File: config.mk
export PLATFORM = sky130hd
export DESIGN_NAME = indexed_list_insert_erase
export DESIGN_NICKNAME = d
export VERILOG_FILES = /design/src/hw/rtl/ilie_pkg.sv /design/src/hw/rtl/ilie_ram.sv /design/src/hw/rtl/indexed_list_insert_erase.sv
export VERILOG_INCLUDE_DIRS = /design/src /design/src/hw/rtl
export SDC_FILE = /design/constraint.sdc
export NUM_CORES = 1
export LEC_CHECK = 0
export BUFFER_PORTS_ARGS = -buffer_cell sky130_fd_sc_hd__buf_2
export CAP_MARGIN = 10
export CORE_MARGIN = 1.5
export CORE_UTILIZATION = 61
export DETAILED_ROUTE_END_ITERATION = 8
export PLACE_DENSITY = 0.78
export SLEW_MARGIN = 15
export SYNTH_ARGS = -nofsm -noshare
export SYNTH_HDL_FRONTEND = slang
export SYNTH_HIERARCHICAL = 1
export SYNTH_SLANG_ARGS = --single-unit
File: constraint.sdc
create_clock -name i_clk -period 7.9 [get_ports i_clk]
set_clock_uncertainty 0.05 [all_clocks]
set_input_delay 0.395 -clock i_clk [delete_from_list [all_inputs] [get_ports i_clk]]
set_output_delay 0.395 -clock i_clk [all_outputs]
set_load 0.02 [all_outputs]
File: src/hw/rtl/indexed_list_insert_erase_assert.svh
// Assertion macros for the indexed list block.
`ifndef INDEXED_LIST_INSERT_ERASE_ASSERT_SVH
`define INDEXED_LIST_INSERT_ERASE_ASSERT_SVH

`ifndef SYNTH
`define ILIE_ASSERT_ALWAYS(lbl, expr) \
    lbl: assert property (@(posedge i_clk) disable iff (!i_rst_n) (expr)) \
        else $error("indexed list check failed");
`define ILIE_ASSERT_IMPLY(lbl, ante, cons) \
    lbl: assert property (@(posedge i_clk) disable iff (!i_rst_n) (ante) |-> (cons)) \
        else $error("indexed list check failed");
`define ILIE_ASSERT_NEXT(lbl, ante, cons) \
    lbl: assert property (@(posedge i_clk) disable iff (!i_rst_n) (ante) |=> (cons)) \
        else $error("indexed list check failed");
`else
`define ILIE_ASSERT_ALWAYS(lbl, expr)
`define ILIE_ASSERT_IMPLY(lbl, ante, cons)
`define ILIE_ASSERT_NEXT(lbl, ante, cons)
`endif

`endif

File: src/hw/rtl/ilie_pkg.sv
// Types and constants shared by the indexed list block.
`default_nettype none

package ilie_pkg;

    localparam int DEPTH     = 16;
    localparam int WORD_BITS = 32;
    localparam int IDX_W     = $clog2(DEPTH);
    localparam int CNT_W     = $clog2(DEPTH + 1);

    typedef enum logic [2:0] {
        OP_OVERWRITE   = 3'd0,
        OP_INSERT      = 3'd1,
        OP_APPEND      = 3'd2,
        OP_REMOVE_LAST = 3'd3,
        OP_ERASE       = 3'd4,
        OP_READ        = 3'd5
    } t_op;

    typedef enum logic [1:0] {
        ST_OK    = 2'd0,
        ST_RANGE = 2'd1,
        ST_FULL  = 2'd2,
        ST_EMPTY = 2'd3
    } t_status;

    typedef enum logic [2:0] {
        S_IDLE,
        S_SHIFT,
        S_SHIFT_WR,
        S_RDWAIT,
        S_FINISH
    } t_state;

    typedef struct packed {
        logic [2:0]         operation;
        logic [3:0]         position;
        logic signed [31:0] item_value;
    } t_in_req;

    typedef struct packed {
        logic signed [31:0] read_value;
        logic [4:0]         fill_count;
        logic [1:0]         status;
    } t_out_res;

endpackage

`default_nettype wire

File: src/hw/rtl/ilie_ram.sv
// Generic single-write, single-read RAM with registered read data.
`default_nettype none

module ilie_ram #(
    parameter int WIDTH = 32,
    parameter int DEPTH = 16
) (
    input  logic                     i_clk,
    input  logic                     i_we,
    input  logic [$clog2(DEPTH)-1:0] i_waddr,
    input  logic [WIDTH-1:0]         i_wdata,
    input  logic [$clog2(DEPTH)-1:0] i_raddr,
    output logic [WIDTH-1:0]         o_rdata
);

    logic [WIDTH-1:0] r_mem [DEPTH];
    logic [WIDTH-1:0] r_rdata;

    always_ff @(posedge i_clk) begin
        if (i_we) begin
            r_mem[i_waddr] <= i_wdata;
        end
        r_rdata <= r_mem[i_raddr];
    end

    assign o_rdata = r_rdata;

endmodule

`default_nettype wire

File: src/hw/rtl/indexed_list_insert_erase.sv
// Indexed list with overwrite, insert, append, remove last, erase and read.
//
//   channel   direction  payload            handshake
//   in        input      ilie_pkg::t_in_req  i_in_valid / o_in_stall
//   out       output     ilie_pkg::t_out_res o_out_valid / i_out_stall
//
// One request is handled at a time by a small sequencer around a single RAM port pair.
// Overwrite, append, remove last and flagged requests go straight to S_FINISH, read
// via S_RDWAIT. Insert and erase move entries one at a time, each read then written.
// Reset empties the list at once; the stored words keep whatever they held.
// A result waiting on a stalled output does not block the next request from entering.
`default_nettype none
`include "indexed_list_insert_erase_assert.svh"

module indexed_list_insert_erase (
    input  logic               i_clk,
    input  logic               i_rst_n,
    input  logic               i_in_valid,
    output logic               o_in_stall,
    input  ilie_pkg::t_in_req  i_in_req,
    output logic               o_out_valid,
    input  logic               i_out_stall,
    output ilie_pkg::t_out_res o_out_res
);

    ilie_pkg::t_state   r_state, n_state;
    logic [2:0]         r_op, n_op;
    logic [ilie_pkg::IDX_W-1:0] r_pos, n_pos;
    logic [ilie_pkg::WORD_BITS-1:0] r_word, n_word;
    logic [ilie_pkg::CNT_W-1:0] r_idx, n_idx;
    logic [ilie_pkg::CNT_W-1:0] r_count, n_count;
    logic [ilie_pkg::WORD_BITS-1:0] r_rd, n_rd;
    ilie_pkg::t_status  r_st, n_st;
    logic               r_out_valid, n_out_valid;
    ilie_pkg::t_out_res r_out_res, n_out_res;

    logic                           ram_we;
    logic [ilie_pkg::IDX_W-1:0]     ram_waddr;
    logic [ilie_pkg::WORD_BITS-1:0] ram_wdata;
    logic [ilie_pkg::IDX_W-1:0]     ram_raddr;
    logic [ilie_pkg::WORD_BITS-1:0] ram_rdata;

    logic [ilie_pkg::CNT_W-1:0] w_step;
    logic                       w_more;
    logic [ilie_pkg::CNT_W-1:0] w_pos_ext;
    logic                       w_empty;
    logic                       w_full;
    logic                       w_bad;
    ilie_pkg::t_status          w_bad_st;
    logic                       load;

    ilie_ram #(
        .WIDTH(ilie_pkg::WORD_BITS),
        .DEPTH(ilie_pkg::DEPTH)
    ) u_ram (
        .i_clk  (i_clk),
        .i_we   (ram_we),
        .i_waddr(ram_waddr),
        .i_wdata(ram_wdata),
        .i_raddr(ram_raddr),
        .o_rdata(ram_rdata)
    );

    // The one shared index unit: a step up or down and a compare that ends the shift.
    assign w_step = (r_op == ilie_pkg::OP_INSERT) ? r_idx - ilie_pkg::CNT_W'(1)
                                                  : r_idx + ilie_pkg::CNT_W'(1);
    assign w_more = (r_op == ilie_pkg::OP_INSERT) ? (r_idx > ilie_pkg::CNT_W'(r_pos))
                                                  : (w_step < r_count);

    assign w_pos_ext = ilie_pkg::CNT_W'(i_in_req.position);
    assign w_empty   = (r_count == '0);
    assign w_full    = (r_count >= ilie_pkg::CNT_W'(ilie_pkg::DEPTH));
    assign w_bad     = w_empty || (w_pos_ext >= r_count);
    assign w_bad_st  = w_empty ? ilie_pkg::ST_EMPTY : ilie_pkg::ST_RANGE;

    always_comb begin
        n_state   = r_state;
        n_op      = r_op;
        n_pos     = r_pos;
        n_word    = r_word;
        n_idx     = r_idx;
        n_count   = r_count;
        n_rd      = r_rd;
        n_st      = r_st;
        ram_we    = 1'b0;
        ram_waddr = r_idx[ilie_pkg::IDX_W-1:0];
        ram_wdata = r_word;
        ram_raddr = w_step[ilie_pkg::IDX_W-1:0];
        load      = 1'b0;

        unique case (r_state)
            ilie_pkg::S_IDLE: begin
                if (i_in_valid) begin
                    n_op    = i_in_req.operation;
                    n_pos   = i_in_req.position;
                    n_word  = i_in_req.item_value;
                    n_rd    = '0;
                    n_st    = ilie_pkg::ST_OK;
                    n_state = ilie_pkg::S_FINISH;
                    case (i_in_req.operation)
                        ilie_pkg::OP_OVERWRITE: begin
                            if (w_bad) begin
                                n_st = w_bad_st;
                            end else begin
                                ram_we    = 1'b1;
                                ram_waddr = i_in_req.position;
                                ram_wdata = i_in_req.item_value;
                            end
                        end
                        ilie_pkg::OP_INSERT: begin
                            if (w_pos_ext > r_count) begin
                                n_st = ilie_pkg::ST_RANGE;
                            end else if (w_full) begin
                                n_st = ilie_pkg::ST_FULL;
                            end else begin
                                n_idx   = r_count;
                                n_state = ilie_pkg::S_SHIFT;
                            end
                        end
                        ilie_pkg::OP_APPEND: begin
                            if (w_full) begin
                                n_st = ilie_pkg::ST_FULL;
                            end else begin
                                ram_we    = 1'b1;
                                ram_waddr = r_count[ilie_pkg::IDX_W-1:0];
                                ram_wdata = i_in_req.item_value;
                                n_count   = r_count + ilie_pkg::CNT_W'(1);
                            end
                        end
                        ilie_pkg::OP_REMOVE_LAST: begin
                            if (w_empty) begin
                                n_st = ilie_pkg::ST_EMPTY;
                            end else begin
                                n_count = r_count - ilie_pkg::CNT_W'(1);
                            end
                        end
                        ilie_pkg::OP_ERASE: begin
                            if (w_bad) begin
                                n_st = w_bad_st;
                            end else begin
                                n_idx   = w_pos_ext;
                                n_state = ilie_pkg::S_SHIFT;
                            end
                        end
                        ilie_pkg::OP_READ: begin
                            if (w_bad) begin
                                n_st = w_bad_st;
                            end else begin
                                ram_raddr = i_in_req.position;
                                n_state   = ilie_pkg::S_RDWAIT;
                            end
                        end
                        default: begin
                        end
                    endcase
                end
            end
            ilie_pkg::S_SHIFT: begin
                if (w_more) begin
                    n_state = ilie_pkg::S_SHIFT_WR;
                end else if (r_op == ilie_pkg::OP_INSERT) begin
                    ram_we    = 1'b1;
                    ram_waddr = r_pos;
                    ram_wdata = r_word;
                    n_count   = r_count + ilie_pkg::CNT_W'(1);
                    n_state   = ilie_pkg::S_FINISH;
                end else begin
                    n_count = r_count - ilie_pkg::CNT_W'(1);
                    n_state = ilie_pkg::S_FINISH;
                end
            end
            ilie_pkg::S_SHIFT_WR: begin
                ram_we    = 1'b1;
                ram_wdata = ram_rdata;
                n_idx     = w_step;
                n_state   = ilie_pkg::S_SHIFT;
            end
            ilie_pkg::S_RDWAIT: begin
                n_rd    = ram_rdata;
                n_state = ilie_pkg::S_FINISH;
            end
            ilie_pkg::S_FINISH: begin
                if (!r_out_valid || !i_out_stall) begin
                    load    = 1'b1;
                    n_state = ilie_pkg::S_IDLE;
                end
            end
            default: begin
                n_state = ilie_pkg::S_IDLE;
            end
        endcase
    end

    always_comb begin
        n_out_valid = load || (r_out_valid && i_out_stall);
        n_out_res   = r_out_res;
        if (load) begin
            n_out_res.read_value = r_rd;
            n_out_res.fill_count = r_count;
            n_out_res.status     = r_st;
        end
    end

    always_ff @(posedge i_clk) begin
        if (!i_rst_n) begin
            r_state     <= ilie_pkg::S_IDLE;
            r_count     <= '0;
            r_out_valid <= 1'b0;
        end else begin
            r_state     <= n_state;
            r_count     <= n_count;
            r_out_valid <= n_out_valid;
        end
    end

    always_ff @(posedge i_clk) begin
        r_op      <= n_op;
        r_pos     <= n_pos;
        r_word    <= n_word;
        r_idx     <= n_idx;
        r_rd      <= n_rd;
        r_st      <= n_st;
        r_out_res <= n_out_res;
    end

    assign o_in_stall  = (r_state != ilie_pkg::S_IDLE);
    assign o_out_valid = r_out_valid;
    assign o_out_res   = r_out_res;

    `ILIE_ASSERT_ALWAYS(a_count_bound, r_count <= ilie_pkg::CNT_W'(ilie_pkg::DEPTH))
    `ILIE_ASSERT_IMPLY(a_shift_idx_bound, r_state == ilie_pkg::S_SHIFT, r_idx <= r_count)
    `ILIE_ASSERT_IMPLY(a_full_means_depth, o_out_valid && o_out_res.status == ilie_pkg::ST_FULL, o_out_res.fill_count == 5'(ilie_pkg::DEPTH))
    `ILIE_ASSERT_NEXT(a_count_step, 1'b1, r_count == $past(r_count) || r_count == $past(r_count) + ilie_pkg::CNT_W'(1) || r_count + ilie_pkg::CNT_W'(1) == $past(r_count))

endmodule

`default_nettype wire
==> results_dict.tcl, run 1 <==
set metrics [dict create \
    status "finished clean" \
    vias 13300 \
    num_rows 74 \
    pwr-share-comb_pct 6.1 \
    drive_above_1_share_pct 25.6 \
    max_freq_mhz 192 \
    synthTopCellsByArea "edfxtp_1 74%, mux4_2 11%, dfxtp_1 3.2%" \
    die_w_um 208 \
    num_antenna_cells 0 \
    p_sw_mw 1.64 \
    timing.rr.start "r_count[2]" \
    finalHoldViolCount 0 \
    endpoint "u_ram/r_mem[13][23]" \
    reg2regPathDepth 12 \
    area_growth_pct 14.9 \
    hpwlAfterDp_mm 29.3 \
    hold_path_startpoint "i_in_req[14]" \
    cts_tree "built" \
    peakVddDrop_v 0.000200 \
    die_area_um2 43300 \
    cts.path.max_buffers 3 \
    critical_path.startpoint "r_count[2]" \
    synth.largest_area_cell "edfxtp_1" \
    arrival_ns 5.40 \
    setup_viol 0 \
    drtAntennaViolNets 0 \
    seqPwrFrac_pct 52.6 \
    grt_start_max_net_pins 75 \
    crit_path_start_kind "flip-flop" \
    die_y_um 208 \
    cap_violations 0 \
    synth_seq_cells 670 \
    initial_core_util_pct 62.4 \
    drc 0 \
    finalNonFillerCells 2030 \
    regToRegSetupSlack_ns 2.69 \
    cts.htree.levels 3 \
    rsz0062_at_grt "no" \
    ys.flop_type "edfxtp_1" \
    netlist-cell-type-count 60 \
    syn_inst 1307 \
    path_class "flip-flop to flip-flop" \
    core_area_um2 41100 \
    wl_mm 55.8 \
    post-route-util_pct 71.7 \
    port_buffers 83 \
    p_int_mw 6.06 \
    wl_per_cell_um 27.5 \
    post-route-min-period_ns 5.21 \
    worst-path-max-fanout 33 \
    place_inst 1874 \
    grt_pass1_wl_mm 84.0 \
    synth_area_per_cell_um2 19.6 \
    slowest_stage "nor4_2" \
    crit_path_end_kind "flip-flop" \
    grt_overflow 0 \
    r2r-end "u_ram/r_mem[13][23]" \
    drtIter0Drc 1342 \
    power_mw 7.70 \
    synth_top_cell_area_share_pct 73.7 \
    grt_usage_pct 26.2 \
    grt_pass1_vias 13600 \
    clk_latency_ns 0.57 \
    synth_edf_count 629 \
    slew_headroom_pct 19.9 \
    cpMostUsedCell "buf_4" \
    fin_tns_setup_ns 0 \
    final.period_utilization_pct 66.0 \
    async_flop_share_pct 0 \
    max_stage_delay_ns 0.78 \
    ioPinCount 84 \
    clkSinkCount 670 \
    p_clk_share_pct 41.3 \
    worst_pin_slew_ns 1.20 \
    power-per-cell-area_nw_per_um2 261 \
    switching_share_pct 21.4 \
    yosysSeqAreaShare_pct 76.9 \
    yosysWarnings 6 \
    dr.pass1.iters 4 \
    cts_root_buf "clkbuf_16" \
    cts_made_buffers 66 \
    syn_nets 1366 \
    gp_congestion 0.871 \
    netlist_area_um2 25600 \
    viasPerCell 6.53 \
    p_leak_nw 9.84 \
    cp_data_required_time_ns 8.09 \
    whs_ns 0.0232 \
    antenna_found_initial 0 \
    nNetsFinal 1505 \
    hold_class "input pin to flip-flop" \
    slew_viol_final 0 \
    crit_chain "inv_1 > ha_1 > a211oi_1 > nor3_1 > nor4_2 > o21bai_4 > buf_4 > nor2b_1 > a221o_1 > nand2b_1 > nor2_4 > buf_4" \
    cts.clk_slew.worst_paths_ns 0.06 \
]
kinds of logic after synthesis:
group / Yosys count / share of synthesized area (%)
flops: 670 / 76.9
compound gates: 188 / 5.00
simple gates: 173 / 3.50
mux: 139 / 11.7
buf+inv: 115 / 1.93
fa+ha+maj: 16 / 0.781
xor+xnor: 6 / 0.205
synthesized netlist by cell type (4+ instances only):
master / instances
nor2_1: 38
a21oi_1: 47
a221o_1: 4
o21ai_0: 6
mux2_2: 4
nand3_1: 7
nand2_1: 45
dfxtp_1: 41
inv_1: 48
o22ai_1: 32
xnor2_1: 4
buf_2: 12
nor3_1: 15
a31oi_1: 4
mux2i_1: 7
buf_1: 10
and2_1: 33
clkbuf_1: 33
nor2b_1: 4
a211oi_1: 4
ha_1: 16
mux4_2: 128
a22oi_1: 68
edfxtp_1: 629
buf_4: 11
nand2b_1: 5
area by class of cell:
type / count / area [µm²]
sequential: 670 / 19700
inverter: 48 / 180
multi-input combinational: 522 / 5640
fill: 2309 / 11600
tap: 532 / 666
clock buffer: 92 / 1950
clock inverter: 28 / 272
timing repair buffer: 138 / 1050
power by group through the flow:
stage	Clock (mW)	Sequential [mW]	Combinational, mW
after floorplan	0	4.12	0.290
after detailed placement	0	4.12	0.451
after global placement	0	4.12	0.436
after CTS	3.22	4.05	0.471
final	3.18	4.05	0.471
after global routing	3.36	4.06	0.511
worst min path at each step:
stage	endpoint	slack, ns	cells after the start
finish	r_word[14]	0.02	1
global route	r_word[14]	0.005	1
CTS	r_word[14]	0.003	1
detailed placement	o_out_res[0]	0.35	0
global placement	o_out_res[12]	0.35	0
floorplan	o_out_res[0]	0.35	0
flip-flops by register name, indices dropped and copies added (netlist names):
name,count
r_count,5
r_pos,4
r_idx,5
u_ram/o_rdata,32
o_out_valid,1
r_rd,32
o_out_res,39
r_state,3
r_word,32
r_st,2
r_op,3
u_ram/r_mem,512
what timing repair did:
action | CTS | global route
buffers inserted | 0 | 0
resized for setup | 0 | 0
hold endpoints to repair | 30 | 0
setup endpoints to repair | 0 | 0
hold buffers | 30 | 0
critical path, delay by kind of cell (launching register included):
kind	cells	cell delay, ns
AO/OA/AOI/OAI	3	0.73
buffers and inverters	3	0.97
adder cells (fa/ha/maj)	1	0.33
flip-flops	1	0.50
AND/OR/NAND/NOR	5	2.26
through the flow:
step	cell area [µm²]	setup slack, ns
global placement	26700	3.02
detailed placement	26700	2.83
global route	29500	2.48
CTS	29300	2.79
finish	29500	2.69
floorplan	25600	2.25
cell usage in the layout, fill, tap and decap left out, drive strengths merged, types with 3 or more instances in the layout:
cell	count
mux2i	7
o21ai	7
and2	33
clkinvlp	4
nand2b	5
nor3	15
nor2	39
dfxtp	41
nor2b	4
dlygate4sd3	30
edfxtp	629
buf	108
mux4	128
and3	3
a221o	4
nand2	45
mux2	4
ha	16
a211oi	4
xnor2	4
nand4	3
a31oi	4
a41oi	3
nand3b	3
a22oi	68
nand3	7
nor3b	3
o22ai	32
bufinv	5
inv	49
o31ai	3
o21a	3
clkbuf	92
clkinv	18
a21oi	47
metal layers:
layer	track usage [%]	routed length, µm
met2	43.3	28200
met1	36.6	22400
met5	0	0
met4	8.08	1300
met3	4.03	3860
No activity file was read; power rests on OpenSTA's default activity.
==> run 2: changes to the inputs <==
--- a/config.mk
+++ b/config.mk
@@ -9,9 +9,9 @@
 export BUFFER_PORTS_ARGS = -buffer_cell sky130_fd_sc_hd__buf_2
 export CAP_MARGIN = 10
 export CORE_MARGIN = 1.5
-export CORE_UTILIZATION = 61
+export CORE_UTILIZATION = 56
 export DETAILED_ROUTE_END_ITERATION = 8
-export PLACE_DENSITY = 0.78
+export PLACE_DENSITY = 0.76
 export SLEW_MARGIN = 15
 export SYNTH_ARGS = -nofsm -noshare
 export SYNTH_HDL_FRONTEND = slang
==> constraint.sdc (replaced) <==
create_clock -name i_clk -period 4.6 [get_ports i_clk]
set_clock_uncertainty 0.05 [all_clocks]
set_input_delay 0.23 -clock i_clk [delete_from_list [all_inputs] [get_ports i_clk]]
set_output_delay 0.23 -clock i_clk [all_outputs]
set_load 0.02 [all_outputs]
==> run 2 against run 1 <==
  * Via count is 3.9% higher
  * Highest routed layer unchanged
  * Critical path depth is 2 higher
  * Maximum frequency is 24% higher
  * Worst setup slack got worse by 2.3 ns
  * Count of clock-buffer cells in the layout shrank 1
  * Largest cell class unchanged
  * Non-clock buffer count is 71 higher
  * Flip-flop and latch count did not move
  * Combinational power is 87% higher
==> results_dict.tcl, run 2 (same netlist as run 1, synthesis figures left out) <==
set metrics [dict create \
    switching_share_pct 21.7 \
    wl_per_cell_um 27.5 \
    p_clk_share_pct 40.6 \
    final_cell_mix "629 x edfxtp_1, 128 x mux4_2, 83 x buf_2, 70 x clkbuf_16, 69 x buf_4" \
    grt_pass1_wl_mm 88.6 \
    area_growth_pct 17.5 \
    status "finished clean" \
    setup_ws_ns 0.393 \
    seqPwrFrac_pct 52.7 \
    finalNonFillerCells 2172 \
    dr.pass1.iters 6 \
    place_inst 2007 \
    power-per-cell-area_nw_per_um2 438 \
    arrival_ns 4.63 \
    ioPinCount 84 \
    grt_start_max_net_pins 42 \
    core_area_um2 45300 \
    final.period_utilization_pct 91.4 \
    rsz0062_at_grt "no" \
    grt_pass1_vias 14100 \
    cts_root_buf "clkbuf_16" \
    antenna_found_initial 0 \
    wl_mm 59.6 \
    setup_viol 0 \
    regMostFlops "u_ram/r_mem" \
    peakVddDrop_v 0.000335 \
    final_common_cell "edfxtp_1" \
    power_mw 13.2 \
    crit_path_start_kind "flip-flop" \
    p_sw_mw 2.86 \
    dpl_cell_area_um2 27500 \
    clk_latency_ns 0.61 \
    nNetsFinal 1577 \
    cts.clk_slew.worst_paths_ns 0.06 \
    grt_overflow 0 \
    largest_reg_flops 512 \
    post-route-min-period_ns 4.21 \
    drc 0 \
    cts.htree.levels 3 \
    pwr-share-comb_pct 6.7 \
    gp_congestion 0.890 \
    drtAntennaViolNets 0 \
    finalHoldViolCount 0 \
    grt_usage_pct 26.0 \
    slew_headroom_pct 24.4 \
    cts.path.max_buffers 3 \
    cp_data_required_time_ns 5.03 \
    cts_tree "built" \
    p_leak_nw 10.2 \
    drtIter0Drc 1583 \
    cts_made_buffers 67 \
    die_area_um2 47100 \
    fin_tns_setup_ns 0 \
    viasPerCell 6.35 \
    fillers 2868 \
    worst_pin_slew_ns 1.13 \
    slew_viol_final 0 \
    num_antenna_cells 0 \
    p_int_mw 10.3 \
    die_w_um 217 \
    drive_above_1_share_pct 27.7 \
    port_buffers 83 \
    place_ws_ns 0.416 \
    cap_violations 0 \
    whs_ns 0.306 \
    max_freq_mhz 238 \
    num_rows 78 \
    postCtsResizedCells 0 \
    hold_class "input pin to flip-flop" \
    post-route-util_pct 66.5 \
    path_class "flip-flop to flip-flop" \
    initial_core_util_pct 56.6 \
    fin_area_um2 30100 \
    die_y_um 217 \
    postCtsSetupBuffers 0 \
    clkSinkCount 670 \
    vias 13800 \
    crit_path_end_kind "flip-flop" \
    hpwlAfterDp_mm 32.5 \
    worst-path-max-fanout 19 \
]
-- run 2: power groups by stage --
stage	sequential [mW]	clock (mW)	combinational, mW
after floorplan	7.07	0	0.500
after global placement	7.07	0	0.815
after detailed placement	7.07	0	0.841
after CTS	6.94	5.44	0.878
after global routing	6.95	5.67	0.949
final	6.95	5.36	0.883
-- run 2: area by class of cell --
cell class / count / area (µm²) / share of cell area (%)
sequential: 670 / 19700 / 65.4
multi-input combinational: 522 / 5640 / 18.7
clock buffer: 91 / 1880 / 6.24
timing repair buffer: 209 / 1650 / 5.49
tap: 600 / 751 / 2.49
clock inverter: 32 / 300 / 0.997
inverter: 48 / 180 / 0.598
-- run 2: worst paths after layout --
kind | startpoint | cells past startpoint | slack (ns) | to
hold / removal | i_in_req[14] | 2 | 0.31 | r_word[14]
setup reg to reg | r_count[2] | 14 | 0.39 | u_ram/o_rdata[17]
setup / recovery | r_count[2] | 14 | 0.39 | u_ram/o_rdata[17]
hold reg to reg | r_rd[11] | 0 | 0.36 | o_out_res[18]
-- run 2: worst max-delay path: stages (launching register included) --
cell      delay [ns]
dfxtp_1         0.49
inv_1           0.20
ha_1            0.33
a211oi_1        0.21
nor3_1          0.12
nor4_2          0.27
buf_4           0.22
nand3_1         0.10
nor2_2          0.29
mux2i_4         0.37
buf_12          0.25
buf_4           0.29
mux4_2          0.54
a22oi_1         0.24
nand2_1         0.10
-- run 2: metal layers --
| metal | track usage, % | wire [µm] | vias to the layer above |
|---|---|---|---|
| li1 | - | - | 5748 |
| met3 | 4.25 | 4820 | 104 |
| met2 | 43.2 | 30100 | 744 |
| met5 | 0 | 0 | - |
| met4 | 9.14 | 1490 | 0 |
| met1 | 35.4 | 23200 | 7186 |
-- run 2: timing repair --
item,in CTS,in global routing
setup endpoints to repair,0,0
hold buffers,42,0
hold endpoints to repair,47,0
==> run 3: changes to the inputs <==
--- a/config.mk
+++ b/config.mk
@@ -6,12 +6,12 @@
 export SDC_FILE = /design/constraint.sdc
 export NUM_CORES = 1
 export LEC_CHECK = 0
-export BUFFER_PORTS_ARGS = -buffer_cell sky130_fd_sc_hd__buf_2
 export CAP_MARGIN = 10
 export CORE_MARGIN = 1.5
-export CORE_UTILIZATION = 56
+export CORE_UTILIZATION = 57
 export DETAILED_ROUTE_END_ITERATION = 8
-export PLACE_DENSITY = 0.76
+export DONT_BUFFER_PORTS = 1
+export PLACE_DENSITY = 0.75
 export SLEW_MARGIN = 15
 export SYNTH_ARGS = -nofsm -noshare
 export SYNTH_HDL_FRONTEND = slang
==> run 3 against run 2 <==
  * Cell count decreased by 4.6%
  * Worst hold slack lost 0.29 ns
  * Worst setup slack got worse by 0.016 ns
  * Via count fell by 3.3%
  * Flip-flop and latch count did not move
  * Critical endpoint is now r_state[2]
==> results_dict.tcl, run 3 (same netlist as run 1, synthesis figures left out) <==
set metrics [dict create \
    status "finished clean" \
    final.period_utilization_pct 91.8 \
    die_y_um 215 \
    num_rows 77 \
    dr.pass1.iters 5 \
    cts_tree "built" \
    post-route-min-period_ns 4.22 \
    crit_path_start_kind "flip-flop" \
    num_antenna_cells 0 \
    grt_start_max_net_pins 57 \
    dpl_cell_area_um2 27000 \
    switching_share_pct 21.3 \
    drtAntennaViolNets 0 \
    hpwlAfterDp_mm 31.7 \
    rsz0062_at_grt "no" \
    fin_tns_setup_ns 0 \
    port_buffers 0 \
    cp_data_required_time_ns 5.02 \
    p_clk_share_pct 40.4 \
    final_common_cell "edfxtp_1" \
    path_class "flip-flop to flip-flop" \
    grt_usage_pct 25.4 \
    multi_input_area_um2 5640 \
    endpoint "r_state[2]" \
    die_area_um2 46300 \
    initial_core_util_pct 57.8 \
    drc 0 \
    clk_latency_ns 0.58 \
    antenna_found_initial 1 \
    reg2regPathDepth 13 \
    critical_path.startpoint "r_op[1]" \
    grt_overflow 0 \
    fin_area_um2 29500 \
    postCtsResizedCells 0 \
    regMostFlops "u_ram/r_mem" \
    slew_viol_final 0 \
    finalHoldViolCount 0 \
    vias 13300 \
    pwr-share-comb_pct 6.1 \
    ioPinCount 84 \
    arrival_ns 4.64 \
    area_growth_pct 15.1 \
    hold_path_startpoint "i_in_req[37]" \
    cts.htree.levels 3 \
    setup_viol 0 \
    whs_path_depth 4 \
    p_int_mw 10.3 \
    fillers 2775 \
    place_inst 1910 \
    cts.path.max_buffers 3 \
    drtIter0Drc 1575 \
    cts_made_buffers 67 \
    max_stage_delay_ns 0.57 \
    seqPwrFrac_pct 53.6 \
    clkSinkCount 670 \
    power-per-cell-area_nw_per_um2 442 \
    nNetsFinal 1489 \
    cts.clk_slew.worst_paths_ns 0.06 \
    p_sw_mw 2.78 \
    grt_pass1_wl_mm 86.1 \
    grt_pass1_vias 13700 \
    whs_ns 0.0198 \
    regArea_um2 19700 \
    final_cell_mix "629 x edfxtp_1, 128 x mux4_2, 69 x clkbuf_16, 68 x a22oi_1, 68 x buf_4" \
    gp_congestion 0.889 \
    cts_root_buf "clkbuf_16" \
    timing.rr.start "r_op[1]" \
    wl_mm 57.3 \
    slew_headroom_pct 23.2 \
    max_freq_mhz 237 \
    viasPerCell 6.43 \
    peakVddDrop_v 0.000285 \
    die_w_um 215 \
    worst-path-max-fanout 9 \
    worst_pin_slew_ns 1.15 \
    cap_violations 0 \
    p_leak_nw 9.78 \
    crit_chain "or3b_1 > xnor2_1 > ha_1 > or3_1 > a21boi_0 > xnor2_1 > ha_1 > a211oi_1 > nor2_1 > nor3_1 > nor4b_1 > o31a_1 > dlygate4sd3_1" \
    finalNonFillerCells 2073 \
    hold_class "input pin to flip-flop" \
    regToRegSetupSlack_ns 0.38 \
    slowest_stage "or3b_1" \
    largest_reg_flops 512 \
    r2r-end "r_state[2]" \
    wl_per_cell_um 27.6 \
    drive_above_1_share_pct 22.6 \
    core_area_um2 44300 \
    postCtsSetupBuffers 0 \
    crit_path_end_kind "flip-flop" \
]
==> run 3: timing repair <==
item	CTS	global route
endpoints found under the setup margin	0	0
endpoints found under the hold margin	54	0
hold buffers	43	0
==> run 3: cell type report <==
cell class / count / share of cell area (%)
Clock inverter: 26 / 0.877
Multi-Input combinational cell: 522 / 19.1
Tap cell: 592 / 2.51
Sequential cell: 670 / 66.8
Inverter: 48 / 0.610
Timing Repair Buffer: 121 / 3.87
Clock buffer: 94 / 6.27
==> run 3: worst max-delay path, delay by kind of cell, from the launching register on <==
| family | cells | cell delay [ns] |
|---|---|---|
| fa+ha+maj | 2 | 0.54 |
| flops | 1 | 0.38 |
| xor+xnor | 2 | 0.51 |
| buf+inv | 1 | 0.55 |
| compound gates | 3 | 0.63 |
| simple gates | 5 | 1.45 |
==> run 3: worst min path at each step <==
stage | end | slack (ns)
3_5_place_dp | r_word[3] | 0.28
3_3_place_gp | r_word[25] | 0.28
4_1_cts | r_st[1] | 0.0008
6_report | r_count[0] | 0.02
5_1_grt | r_st[1] | 0.02
2_1_floorplan | r_op[0] | 0.28
==> run 3: per-stage QoR <==
stage,utilization (%),power (mW),setup slack [ns]
finish,66.6,13.0,0.378
global route,66.6,13.4,0.0841
CTS,66.6,13.1,0.385
detailed placement,60.9,7.86,0.500
global placement,60.9,7.83,0.620
floorplan,-,7.57,-0.195
==> run 3: per-layer routing <==
metal | vias up | global-route usage, % | part of all wire, %
met4 | 0 | 8.93 | 2.7
met3 | 106 | 5.11 | 9.6
met1 | 6895 | 35.0 | 38
li1 | 5569 | - | -
met2 | 752 | 41.1 | 49
met5 | - | 0 | 0
==> run 3: power groups by stage <==
| stage | registers, mW | logic, mW | clock network (mW) |
|---|---|---|---|
| floorplan | 7.07 | 0.500 | 0 |
| global placement | 7.11 | 0.724 | 0 |
| finish | 6.99 | 0.795 | 5.27 |
| global route | 6.99 | 0.858 | 5.58 |
| CTS | 6.99 | 0.791 | 5.34 |
| detailed placement | 7.11 | 0.749 | 0 |
